<file path="config.mk">
export PLATFORM = sky130hd
export DESIGN_NAME = fault_aware_moving_average_top
export DESIGN_NICKNAME = d
export VERILOG_FILES = /design/src/hdl/fama_pkg.sv /design/src/hdl/fama_div.sv /design/src/hdl/fama_dpath.sv /design/src/hdl/fama_ctrl.sv /design/src/hdl/fault_aware_moving_average_top.sv
export SDC_FILE = /design/constraint.sdc
export NUM_CORES = 2
export LEC_CHECK = 0
export ABC_AREA = 0
export ABC_CLOCK_PERIOD_IN_PS = 7100
export BUFFER_PORTS_ARGS = -buffer_cell sky130_fd_sc_hd__buf_4
export CORE_ASPECT_RATIO = 1.75
export CORE_UTILIZATION = 56
export DETAILED_ROUTE_END_ITERATION = 7
export PLACE_DENSITY = 0.75
export SYNTH_ARGS = -nofsm -noshare
export SYNTH_HDL_FRONTEND = slang
export SYNTH_HIERARCHICAL = 1
export SYNTH_SLANG_ARGS = --single-unit
</file>
<file path="constraint.sdc">
create_clock -name clock -period 7.1 [get_ports clock]
set_input_delay 2.13 -clock clock [delete_from_list [all_inputs] [get_ports clock]]
set_output_delay 2.13 -clock clock [all_outputs]
set_load 0.05 [all_outputs]
</file>
<file path="src/hdl/fama_pkg.sv">
package fama_pkg;

   // Block geometry
   localparam int CHANNELS   = 5;
   localparam int RING_DEPTH = 8;
   localparam int CAL_REGS   = 5;

   // Field widths
   localparam int DATA_W    = 16;
   localparam int CH_W      = 3;
   localparam int FILL_W    = 7;
   localparam int CSR_IDX_W = 3;

   // Derived widths
   localparam int CH_IDX_W  = (CHANNELS > 1) ? $clog2(CHANNELS) : 1;
   localparam int HEAD_W    = (RING_DEPTH > 1) ? $clog2(RING_DEPTH) : 1;
   localparam int CNT_W     = $clog2(RING_DEPTH + 1);
   localparam int SUM_W     = DATA_W + $clog2(RING_DEPTH);
   localparam int MEM_DEPTH = CHANNELS * RING_DEPTH;
   localparam int ADDR_W    = (MEM_DEPTH > 1) ? $clog2(MEM_DEPTH) : 1;

   // Marker value after reset, also the last value of every channel
   localparam logic signed [DATA_W-1:0] MARKER_RESET = -16'sd3146;

   // Register indexes
   localparam logic [CSR_IDX_W-1:0] REG_MARKER   = 3'd0;
   localparam logic [CSR_IDX_W-1:0] REG_CAL_BASE = 3'd1;

   // Controller to datapath
   typedef struct packed {
      logic capture;
      logic read;
      logic update;
      logic div_start;
      logic load_out;
   } fama_cmd_type;

   // Datapath to controller
   typedef struct packed {
      logic empty;
      logic div_busy;
      logic out_free;
   } fama_status_type;

endpackage

</file>
<file path="src/hdl/fama_div.sv">
module fama_div (
   input  logic                                  clock,
   input  logic                                  reset,
   input  logic                                  start,
   input  logic signed [fama_pkg::SUM_W-1:0]     dividend,
   input  logic        [fama_pkg::CNT_W-1:0]     divisor,
   output logic                                  busy,
   output logic        [fama_pkg::SUM_W-1:0]     quot_mag,
   output logic                                  quot_neg
);

   localparam int SW     = fama_pkg::SUM_W;
   localparam int CW     = fama_pkg::CNT_W;
   localparam int STEP_W = $clog2(SW + 1);

   logic [SW-1:0]     q_ff, q_in;
   logic [CW-1:0]     rem_ff, rem_in;
   logic [CW-1:0]     div_ff;
   logic              neg_ff;
   logic [STEP_W-1:0] step_ff;
   logic [CW:0]       trial, diff;
   logic              ge;
   logic [SW-1:0]     mag;

   // magnitude of the dividend, sign kept aside
   assign mag = dividend[SW-1] ? SW'(-dividend) : SW'(dividend);

   // one restoring step a cycle
   always_comb begin
      trial  = {rem_ff, q_ff[SW-1]};
      diff   = trial - {1'b0, div_ff};
      ge     = trial >= {1'b0, div_ff};
      rem_in = ge ? diff[CW-1:0] : trial[CW-1:0];
      q_in   = {q_ff[SW-2:0], ge};
   end

   // step counter
   always_ff @(posedge clock) begin
      if (reset) begin
         step_ff <= '0;
      end else if (start) begin
         step_ff <= STEP_W'(SW);
      end else if (busy) begin
         step_ff <= step_ff - 1'b1;
      end
   end

   // quotient and partial remainder
   always_ff @(posedge clock) begin
      if (start) begin
         q_ff   <= mag;
         rem_ff <= '0;
         div_ff <= divisor;
         neg_ff <= dividend[SW-1];
      end else if (busy) begin
         q_ff   <= q_in;
         rem_ff <= rem_in;
      end
   end

   assign busy     = step_ff != '0;
   assign quot_mag = q_ff;
   assign quot_neg = neg_ff;

endmodule

</file>
<file path="src/hdl/fama_dpath.sv">
module fama_dpath (
   input  logic                                     clock,
   input  logic                                     reset,
   input  fama_pkg::fama_cmd_type                   cmd,
   output fama_pkg::fama_status_type                status,
   input  logic        [fama_pkg::CH_W-1:0]         req_channel,
   input  logic signed [fama_pkg::DATA_W-1:0]       req_sample,
   input  logic                                     csr_valid,
   input  logic        [fama_pkg::CSR_IDX_W-1:0]    csr_index,
   input  logic signed [fama_pkg::DATA_W-1:0]       csr_wdata,
   output logic                                     rsp_valid,
   input  logic                                     rsp_stall,
   output logic        [fama_pkg::CH_W-1:0]         rsp_out_channel,
   output logic signed [fama_pkg::DATA_W-1:0]       rsp_mean_value,
   output logic                                     rsp_has_data,
   output logic        [fama_pkg::FILL_W-1:0]       rsp_fill_count,
   output logic signed [fama_pkg::DATA_W-1:0]       rsp_last_good,
   output logic                                     rsp_sample_good
);

   localparam int DW    = fama_pkg::DATA_W;
   localparam int SW    = fama_pkg::SUM_W;
   localparam int CW    = fama_pkg::CNT_W;
   localparam int HW    = fama_pkg::HEAD_W;
   localparam int AW    = fama_pkg::ADDR_W;
   localparam int POS_W = CW + 1;

   // integer part of a Q11.4 value, rounded toward zero
   function automatic logic signed [DW-5:0] int_part(input logic signed [DW-1:0] v);
      logic signed [DW-5:0] t;
      t = v[DW-1:4];
      if (v[DW-1] && (v[3:0] != 4'd0)) begin
         t = t + 1'b1;
      end
      return t;
   endfunction

   function automatic logic [AW-1:0] ring_addr(input logic [fama_pkg::CH_IDX_W-1:0] ci,
                                               input logic [HW-1:0] idx);
      return AW'(ci) * AW'(fama_pkg::RING_DEPTH) + AW'(idx);
   endfunction

   // configuration registers
   logic signed [DW-1:0] marker_ff;
   logic signed [DW-1:0] cal_ff [fama_pkg::CAL_REGS];

   // captured word
   logic        [fama_pkg::CH_W-1:0] ch_ff;
   logic signed [DW-1:0]             sample_ff;

   // per-channel state
   logic [HW-1:0]        head_ff [fama_pkg::CHANNELS];
   logic [CW-1:0]        cnt_ff  [fama_pkg::CHANNELS];
   logic signed [SW-1:0] sum_ff  [fama_pkg::CHANNELS];
   logic signed [DW-1:0] last_ff [fama_pkg::CHANNELS];

   // sample ring store
   logic [DW-1:0] ring_mem [fama_pkg::MEM_DEPTH];
   logic [DW-1:0] rd_data_ff;

   // result slot
   logic                             rsp_valid_ff;
   logic        [fama_pkg::CH_W-1:0] rsp_channel_ff;
   logic signed [DW-1:0]             rsp_mean_ff;
   logic                             rsp_has_data_ff;
   logic [fama_pkg::FILL_W-1:0]      rsp_fill_ff;
   logic signed [DW-1:0]             rsp_last_ff;
   logic                             rsp_good_ff;

   logic                            in_range;
   logic [fama_pkg::CH_IDX_W-1:0]   ch_idx;
   logic                            good;
   logic signed [DW:0]              cal_raw;
   logic signed [DW-1:0]            cal_v;
   logic [HW-1:0]                   head_c, head_inc, head_in;
   logic [CW-1:0]                   cnt_c, cnt_in;
   logic signed [SW-1:0]            sum_c, sum_in, old_ext, v_ext;
   logic signed [DW-1:0]            last_in;
   logic [POS_W-1:0]                tail, tail_wrap;
   logic                            mem_we;
   logic [AW-1:0]                   mem_waddr;
   logic                            empty;
   logic                            div_busy;
   logic [SW-1:0]                   quot_mag;
   logic                            quot_neg;
   logic [SW-1:0]                   quot;

   // channel decode
   assign in_range = ch_ff < fama_pkg::CH_W'(fama_pkg::CHANNELS);
   assign ch_idx   = in_range ? ch_ff[fama_pkg::CH_IDX_W-1:0] : '0;
   assign good     = int_part(sample_ff) != int_part(marker_ff);

   // calibrated sample, saturated
   always_comb begin
      cal_raw = {sample_ff[DW-1], sample_ff} + {cal_ff[ch_idx][DW-1], cal_ff[ch_idx]};
      if (cal_raw[DW] != cal_raw[DW-1]) begin
         cal_v = cal_raw[DW] ? {1'b1, {(DW-1){1'b0}}} : {1'b0, {(DW-1){1'b1}}};
      end else begin
         cal_v = cal_raw[DW-1:0];
      end
   end

   // ring bookkeeping for the current channel
   always_comb begin
      head_c    = head_ff[ch_idx];
      cnt_c     = cnt_ff[ch_idx];
      sum_c     = sum_ff[ch_idx];
      old_ext   = SW'(signed'(rd_data_ff));
      v_ext     = SW'(cal_v);
      head_inc  = (head_c == HW'(fama_pkg::RING_DEPTH - 1)) ? '0 : head_c + 1'b1;
      tail      = POS_W'(head_c) + POS_W'(cnt_c);
      tail_wrap = (tail >= POS_W'(fama_pkg::RING_DEPTH)) ?
                  tail - POS_W'(fama_pkg::RING_DEPTH) : tail;
      head_in   = head_c;
      cnt_in    = cnt_c;
      sum_in    = sum_c;
      last_in   = last_ff[ch_idx];
      mem_we    = 1'b0;
      mem_waddr = ring_addr(ch_idx, head_c);
      if (!good) begin
         // fault: drop the oldest entry
         if (cnt_c != '0) begin
            sum_in  = sum_c - old_ext;
            head_in = head_inc;
            cnt_in  = cnt_c - 1'b1;
         end
      end else begin
         last_in = cal_v;
         mem_we  = 1'b1;
         if (cnt_c < CW'(fama_pkg::RING_DEPTH)) begin
            mem_waddr = ring_addr(ch_idx, tail_wrap[HW-1:0]);
            cnt_in    = cnt_c + 1'b1;
            sum_in    = sum_c + v_ext;
         end else begin
            // full: overwrite the oldest
            head_in = head_inc;
            sum_in  = sum_c - old_ext + v_ext;
         end
      end
   end

   // configuration writes
   always_ff @(posedge clock) begin
      if (reset) begin
         marker_ff <= fama_pkg::MARKER_RESET;
         for (int i = 0; i < fama_pkg::CAL_REGS; i++) begin
            cal_ff[i] <= '0;
         end
      end else if (csr_valid) begin
         if (csr_index == fama_pkg::REG_MARKER) begin
            marker_ff <= csr_wdata;
         end
         for (int i = 0; i < fama_pkg::CAL_REGS; i++) begin
            if (csr_index == fama_pkg::REG_CAL_BASE + fama_pkg::CSR_IDX_W'(i)) begin
               cal_ff[i] <= csr_wdata;
            end
         end
      end
   end

   // input capture
   always_ff @(posedge clock) begin
      if (cmd.capture) begin
         ch_ff     <= req_channel;
         sample_ff <= req_sample;
      end
   end

   // per-channel state update
   always_ff @(posedge clock) begin
      if (reset) begin
         for (int i = 0; i < fama_pkg::CHANNELS; i++) begin
            head_ff[i] <= '0;
            cnt_ff[i]  <= '0;
            sum_ff[i]  <= '0;
            last_ff[i] <= fama_pkg::MARKER_RESET;
         end
      end else if (cmd.update && in_range) begin
         head_ff[ch_idx] <= head_in;
         cnt_ff[ch_idx]  <= cnt_in;
         sum_ff[ch_idx]  <= sum_in;
         last_ff[ch_idx] <= last_in;
      end
   end

   // ring store: one write, one registered read
   always_ff @(posedge clock) begin
      if (cmd.update && in_range && mem_we) begin
         ring_mem[mem_waddr] <= cal_v;
      end
      if (cmd.read) begin
         rd_data_ff <= ring_mem[ring_addr(ch_idx, head_c)];
      end
   end

   // mean
   fama_div u_div (
      .clock    (clock),
      .reset    (reset),
      .start    (cmd.div_start),
      .dividend (sum_ff[ch_idx]),
      .divisor  (cnt_ff[ch_idx]),
      .busy     (div_busy),
      .quot_mag (quot_mag),
      .quot_neg (quot_neg)
   );

   assign quot  = quot_neg ? SW'(-quot_mag) : quot_mag;
   assign empty = !in_range || (cnt_ff[ch_idx] == '0);

   // result slot valid
   always_ff @(posedge clock) begin
      if (reset) begin
         rsp_valid_ff <= 1'b0;
      end else if (cmd.load_out) begin
         rsp_valid_ff <= 1'b1;
      end else if (!rsp_stall) begin
         rsp_valid_ff <= 1'b0;
      end
   end

   // result slot payload
   always_ff @(posedge clock) begin
      if (cmd.load_out) begin
         rsp_channel_ff  <= ch_ff;
         rsp_mean_ff     <= empty ? marker_ff : quot[DW-1:0];
         rsp_has_data_ff <= !empty;
         rsp_fill_ff     <= in_range ? fama_pkg::FILL_W'(cnt_ff[ch_idx]) : '0;
         rsp_last_ff     <= in_range ? last_ff[ch_idx] : marker_ff;
         rsp_good_ff     <= good;
      end
   end

   assign status.empty    = empty;
   assign status.div_busy = div_busy;
   assign status.out_free = !rsp_valid_ff || !rsp_stall;

   assign rsp_valid       = rsp_valid_ff;
   assign rsp_out_channel = rsp_channel_ff;
   assign rsp_mean_value  = rsp_mean_ff;
   assign rsp_has_data    = rsp_has_data_ff;
   assign rsp_fill_count  = rsp_fill_ff;
   assign rsp_last_good   = rsp_last_ff;
   assign rsp_sample_good = rsp_good_ff;

endmodule

</file>
<file path="src/hdl/fama_ctrl.sv">
module fama_ctrl (
   input  logic                        clock,
   input  logic                        reset,
   input  logic                        req_valid,
   output logic                        req_stall,
   input  fama_pkg::fama_status_type   status,
   output fama_pkg::fama_cmd_type      cmd
);

   localparam logic [2:0] S_IDLE   = 3'd0;
   localparam logic [2:0] S_READ   = 3'd1;
   localparam logic [2:0] S_UPDATE = 3'd2;
   localparam logic [2:0] S_START  = 3'd3;
   localparam logic [2:0] S_DIVIDE = 3'd4;
   localparam logic [2:0] S_DONE   = 3'd5;

   logic [2:0] state_ff, state_in;

   // sequencing of one word
   always_comb begin
      state_in = state_ff;
      cmd      = '0;
      unique case (state_ff)
         S_IDLE: begin
            if (req_valid) begin
               cmd.capture = 1'b1;
               state_in    = S_READ;
            end
         end
         S_READ: begin
            cmd.read = 1'b1;
            state_in = S_UPDATE;
         end
         S_UPDATE: begin
            cmd.update = 1'b1;
            state_in   = S_START;
         end
         S_START: begin
            if (status.empty) begin
               state_in = S_DONE;
            end else begin
               cmd.div_start = 1'b1;
               state_in      = S_DIVIDE;
            end
         end
         S_DIVIDE: begin
            if (!status.div_busy) begin
               state_in = S_DONE;
            end
         end
         S_DONE: begin
            if (status.out_free) begin
               cmd.load_out = 1'b1;
               state_in     = S_IDLE;
            end
         end
         default: begin
            state_in = S_IDLE;
         end
      endcase
   end

   always_ff @(posedge clock) begin
      if (reset) begin
         state_ff <= S_IDLE;
      end else begin
         state_ff <= state_in;
      end
   end

   assign req_stall = state_ff != S_IDLE;

   // checks
   a_load_free: assert property (@(posedge clock) disable iff (reset)
      cmd.load_out |-> status.out_free)
      else $error("result loaded over a waiting word");

   a_div_runs: assert property (@(posedge clock) disable iff (reset)
      cmd.div_start |=> status.div_busy)
      else $error("divider did not start");

   a_read_update: assert property (@(posedge clock) disable iff (reset)
      cmd.read |=> cmd.update)
      else $error("ring read not followed by update");

   a_accept_read: assert property (@(posedge clock) disable iff (reset)
      (req_valid && !req_stall) |=> (cmd.read && req_stall))
      else $error("accepted word not processed");

endmodule

</file>
<file path="src/hdl/fault_aware_moving_average_top.sv">
// Channel  Direction  Handshake             Payload
// req      in         req_valid/req_stall   req_channel, req_sample
// rsp      out        rsp_valid/rsp_stall   rsp_out_channel, rsp_mean_value, rsp_has_data,
//                                           rsp_fill_count, rsp_last_good, rsp_sample_good
// csr      in         csr_valid/csr_ready   csr_index, csr_wdata
//
// One word at a time: accept, ring read, update, divider start, then the bit-serial
// divider (19 quotient bits, one bit a cycle) and a load into the result register; the
// divider is skipped when the ring ends up empty or the channel is out of range. A new
// word is taken only once the result of the last one is loaded.
// Synchronous active-high reset; a ring entry's value is used only once it is written.
// A waiting result holds in its register; the next word is taken meanwhile.
module fault_aware_moving_average_top (
   input  logic                                  clock,
   input  logic                                  reset,
   input  logic                                  req_valid,
   output logic                                  req_stall,
   input  logic        [fama_pkg::CH_W-1:0]      req_channel,
   input  logic signed [fama_pkg::DATA_W-1:0]    req_sample,
   output logic                                  rsp_valid,
   input  logic                                  rsp_stall,
   output logic        [fama_pkg::CH_W-1:0]      rsp_out_channel,
   output logic signed [fama_pkg::DATA_W-1:0]    rsp_mean_value,
   output logic                                  rsp_has_data,
   output logic        [fama_pkg::FILL_W-1:0]    rsp_fill_count,
   output logic signed [fama_pkg::DATA_W-1:0]    rsp_last_good,
   output logic                                  rsp_sample_good,
   input  logic                                  csr_valid,
   output logic                                  csr_ready,
   input  logic        [fama_pkg::CSR_IDX_W-1:0] csr_index,
   input  logic signed [fama_pkg::DATA_W-1:0]    csr_wdata
);

   fama_pkg::fama_cmd_type    cmd;
   fama_pkg::fama_status_type status;

   // registers are always writable
   assign csr_ready = 1'b1;

   fama_ctrl u_ctrl (
      .clock     (clock),
      .reset     (reset),
      .req_valid (req_valid),
      .req_stall (req_stall),
      .status    (status),
      .cmd       (cmd)
   );

   fama_dpath u_dpath (
      .clock           (clock),
      .reset           (reset),
      .cmd             (cmd),
      .status          (status),
      .req_channel     (req_channel),
      .req_sample      (req_sample),
      .csr_valid       (csr_valid),
      .csr_index       (csr_index),
      .csr_wdata       (csr_wdata),
      .rsp_valid       (rsp_valid),
      .rsp_stall       (rsp_stall),
      .rsp_out_channel (rsp_out_channel),
      .rsp_mean_value  (rsp_mean_value),
      .rsp_has_data    (rsp_has_data),
      .rsp_fill_count  (rsp_fill_count),
      .rsp_last_good   (rsp_last_good),
      .rsp_sample_good (rsp_sample_good)
   );

endmodule

</file>
==> impl_metrics.csv <==
group,metric,value,unit
routing,via_per_inst,6.357,
timing,setup_tns,0,ns
placed_design,hpwl,93230,um
synthesis,synth_area,0.04848,mm^2
synthesis,yosys_warnings,6,
power_and_ir_drop,p_int,0.01301,W
timing,max_freq,148.0,MHz
floorplan,boundaryPins,90,
power_and_ir_drop,power_density,365.6,mW/mm^2
finish,fillers,6464,
power_and_ir_drop,power_leakage,19.49,nW
cts,clk_latency,0.72,ns
floorplan,rows,142,
cts,cts_tree,"done",
global_routing,grt_pass1_vias,33730,
job,drv_cap,0,
power_and_ir_drop,pwr-share-comb,30.8,%
timing,rsz0062_at_grt,"no",
floorplan,die_area,0.08780,mm^2
placed_design,io_buffers,85,
outcome,status,"finished clean",
timing,holdWs,0.4842,ns
cts,clock_path_buffers,3,
synthesis,ys_seq_area_share,65.00,%
timing,finalSetupViolCount,0,
finish,drive_above_1_share,13.54,%
global_routing,grt_pass1_wl,210300,um
floorplan,die_w,224.4,um
power_and_ir_drop,irDropWorstVdd,0.2993,mV
finish,antenna_cells,0,
cts,cts-htree-levels,3,
synthesis,synthDistinctLibCells,84,
floorplan,initial_core_util,56.61,%
power_and_ir_drop,switching_share,34.97,%
critical_path,worst_setup_path_end_kind,"flip-flop",
synthesis,yosysTopAreaCell,"edfxtp_1",
timing,hold_viol,0,
critical_path,cp-start-kind,"flip-flop",
power_and_ir_drop,power_switching,0.006995,W
cts,numCtsBuffers,94,
cts,cts_sinks,1059,
timing,max_slew_margin,19.31,%
placed_design,place.gp.congestion,1.018,
floorplan,die_y,391.2,um
timing,tightest_slew,1.198,ns
min_path,min_path_type,"flip-flop to flip-flop",
routing,firstDrtPassIters,7,
critical_path,worstPathArrival,7.15,ns
synthesis,syn_inst,4060,
synthesis,synthTopCellsByArea,"edfxtp_1 (64%), nand2_1 (6.3%), mux2i_1 (3.5%)",
power_and_ir_drop,clockPowerShare,28.4,%
global_routing,grt_usage,32.75,%
critical_path,crit_type,"flip-flop to flip-flop",
finish,area_growth,12.87,%
routing,ant_nets,0,
finish,nNetsFinal,4257,
power_and_ir_drop,p_seq_share,40.9,%
synthesis,synth_seq_cells,1059,
timing,finClkSkew,0.03394,ns
routing,drtIter0Drc,3510,
cts,path_clk_slew,0.06,ns
synthesis,synth-edff-count,1030,
routing,routed_wirelength,142800,um
timing,slew_viol_final,0,
synthesis,syn_area_per_cell,11.94,um^2
synthesis,netlist.area_leader.share,63.80,%
synthesis,synthArstFlopShare,0,%
critical_path,worstPathRequired,7.50,ns
cts,cts_setup_buffers,0,
global_routing,antenna_found_initial,1,
routing,vias,34180,
cts,cts_root_buf,"clkbuf_16",
routing,remaining_drc_errors,0,
routing,detail_route.wl_per_cell,26.55,um
timing,final.period_utilization,95.17,%
timing,fin_crit,6.757,ns
global_routing,grt_max_degree,160,
global_routing,overflow,0,
synthesis,ys.flop_type,"edfxtp_1",
critical_path,cp_max_fo,39,
floorplan,core,0.08564,mm^2
-- per-stage QoR --
step           utilization [%]  setup slack, ns  std cells  power [W]  area [um^2]
2_1_floorplan                -         0.001882       4062    0.01191        48510
3_3_place_gp             59.77           0.2693       5200    0.01418        51190
3_5_place_dp             59.77           0.2350       5200    0.01429        51190
4_1_cts                  63.83           0.1908       5377    0.01992        54660
5_1_grt                  63.89          0.04072       5377    0.02071        54720
6_report                 63.89           0.3430       5377    0.02000        54720
-- Yosys cell counts (34+ instances only) --
cell         n
a211oi_1    38
a21oi_1    168
a311oi_1    75
a31oi_1     78
and2_1      34
and3_1     102
buf_1       49
clkbuf_1   179
edfxtp_1  1030
ha_1        65
inv_1       81
mux2i_1    171
nand2_1    813
nand3_1    189
nor2_1     238
nor3_1     125
o211ai_1    35
o21ai_0     94
xnor2_1     58
xor2_1      34
-- placed cells by master (no fill, tap or decap), types with 15 or more instances in the layout --
cell,count
a211oi_1,37
nor3_2,40
a311oi_1,74
xor2_1,34
inv_1,80
o31ai_1,16
nor3_1,83
clkinv_2,16
a21o_1,18
clkbuf_16,96
and3_1,102
ha_1,65
dfxtp_1,29
a21oi_1,164
edfxtp_1,1030
a31oi_1,76
xnor2_1,56
o22ai_1,24
o21ai_0,91
nor2_1,234
o211ai_1,35
mux2_2,26
mux2i_1,170
nand3_1,189
buf_4,234
bufinv_16,20
nand2_1,810
and2_1,25
o21a_1,15
-- path summary, 6_finish.rpt --
path,startpoint,to,slack (ns),cells after the start
min,u_dpath/u_div/rem_ff[3],u_dpath/u_div/rem_ff[3],0.48,2
max reg2reg,u_dpath/ch_ff[0],u_dpath/sum_ff[3][17],0.34,23
max,u_dpath/ch_ff[0],u_dpath/sum_ff[3][17],0.34,23
min reg2reg,u_dpath/u_div/rem_ff[3],u_dpath/u_div/rem_ff[3],0.48,2
-- metal layers --
layer / global-route usage (%) / vias to the layer above / part of all wire (%)
met5: 0 / - / 0.011
met1: 34.50 / 16690 / 33
li1: - / 15190 / -
met3: 5.104 / 533 / 7.2
met4: 27.89 / 2 / 9.6
met2: 57.07 / 1767 / 51
-- registers in the layout, summed over array words and instances, names as in the netlist, 19 cells and up --
name                    cells
u_dpath/ring_mem          640
u_dpath/u_div/quot_mag     19
u_dpath/cal_ff             80
u_dpath/sum_ff             95
u_dpath/last_ff            80
u_dpath/cnt_ff             20
-- critical path, stage by stage (launching register included) --
cell      delay, ns
edfxtp_1       0.39
buf_12         0.28
nor2b_4        0.27
buf_4          0.25
buf_4          0.27
mux2i_1        0.28
mux2i_1        0.10
a21oi_1        0.42
inv_1          0.29
ha_1           0.44
and3_1         0.26
o211ai_1       0.23
nand3_1        0.16
xnor2_1        0.18
mux2i_1        0.48
ha_1           0.28
inv_1          0.07
o21ai_0        0.27
o21ai_0        0.16
o21ai_0        0.33
a211oi_1       0.16
or3b_2         0.49
a21oi_2        0.28
nor3_1         0.09
-- cell type report --
| class | count | area [um^2] | area share (%) |
|---|---|---|---|
| inverter | 86 | 332.8 | 0.6083 |
| clock inverter | 68 | 954.7 | 1.745 |
| tap | 1152 | 1441 | 2.634 |
| clock buffer | 109 | 2521 | 4.608 |
| sequential | 1059 | 31510 | 57.59 |
| multi-input combinational | 2662 | 16070 | 29.37 |
| timing repair buffer | 241 | 1888 | 3.451 |
-- cell families after synthesis --
| kind of cell | share of synthesized area, % |
|---|---|
| simple gates | 14.76 |
| flops | 65.00 |
| compound gates | 9.653 |
| buf+inv | 2.759 |
| mux | 4.228 |
| xor+xnor | 1.709 |
| fa+ha+maj | 1.884 |
| other cells | 0.01549 |
-- power groups by stage --
stage	sequential (W)	clock [W]	combinational, W
4_1_cts	0.00817	0.00572	0.00603
3_5_place_dp	0.00830	0	0.00599
5_1_grt	0.00819	0.00597	0.00655
2_1_floorplan	0.00824	0	0.00367
3_3_place_gp	0.00830	0	0.00589
6_report	0.00817	0.00568	0.00615
-- timing repair --
item                                    4_1_cts  5_1_grt
hold buffers                                  0        0
endpoints found under the setup margin        0       25
endpoints found under the hold margin         0        0
gates resized for setup                       0       15
No activity file was read; power rests on OpenSTA's default activity.
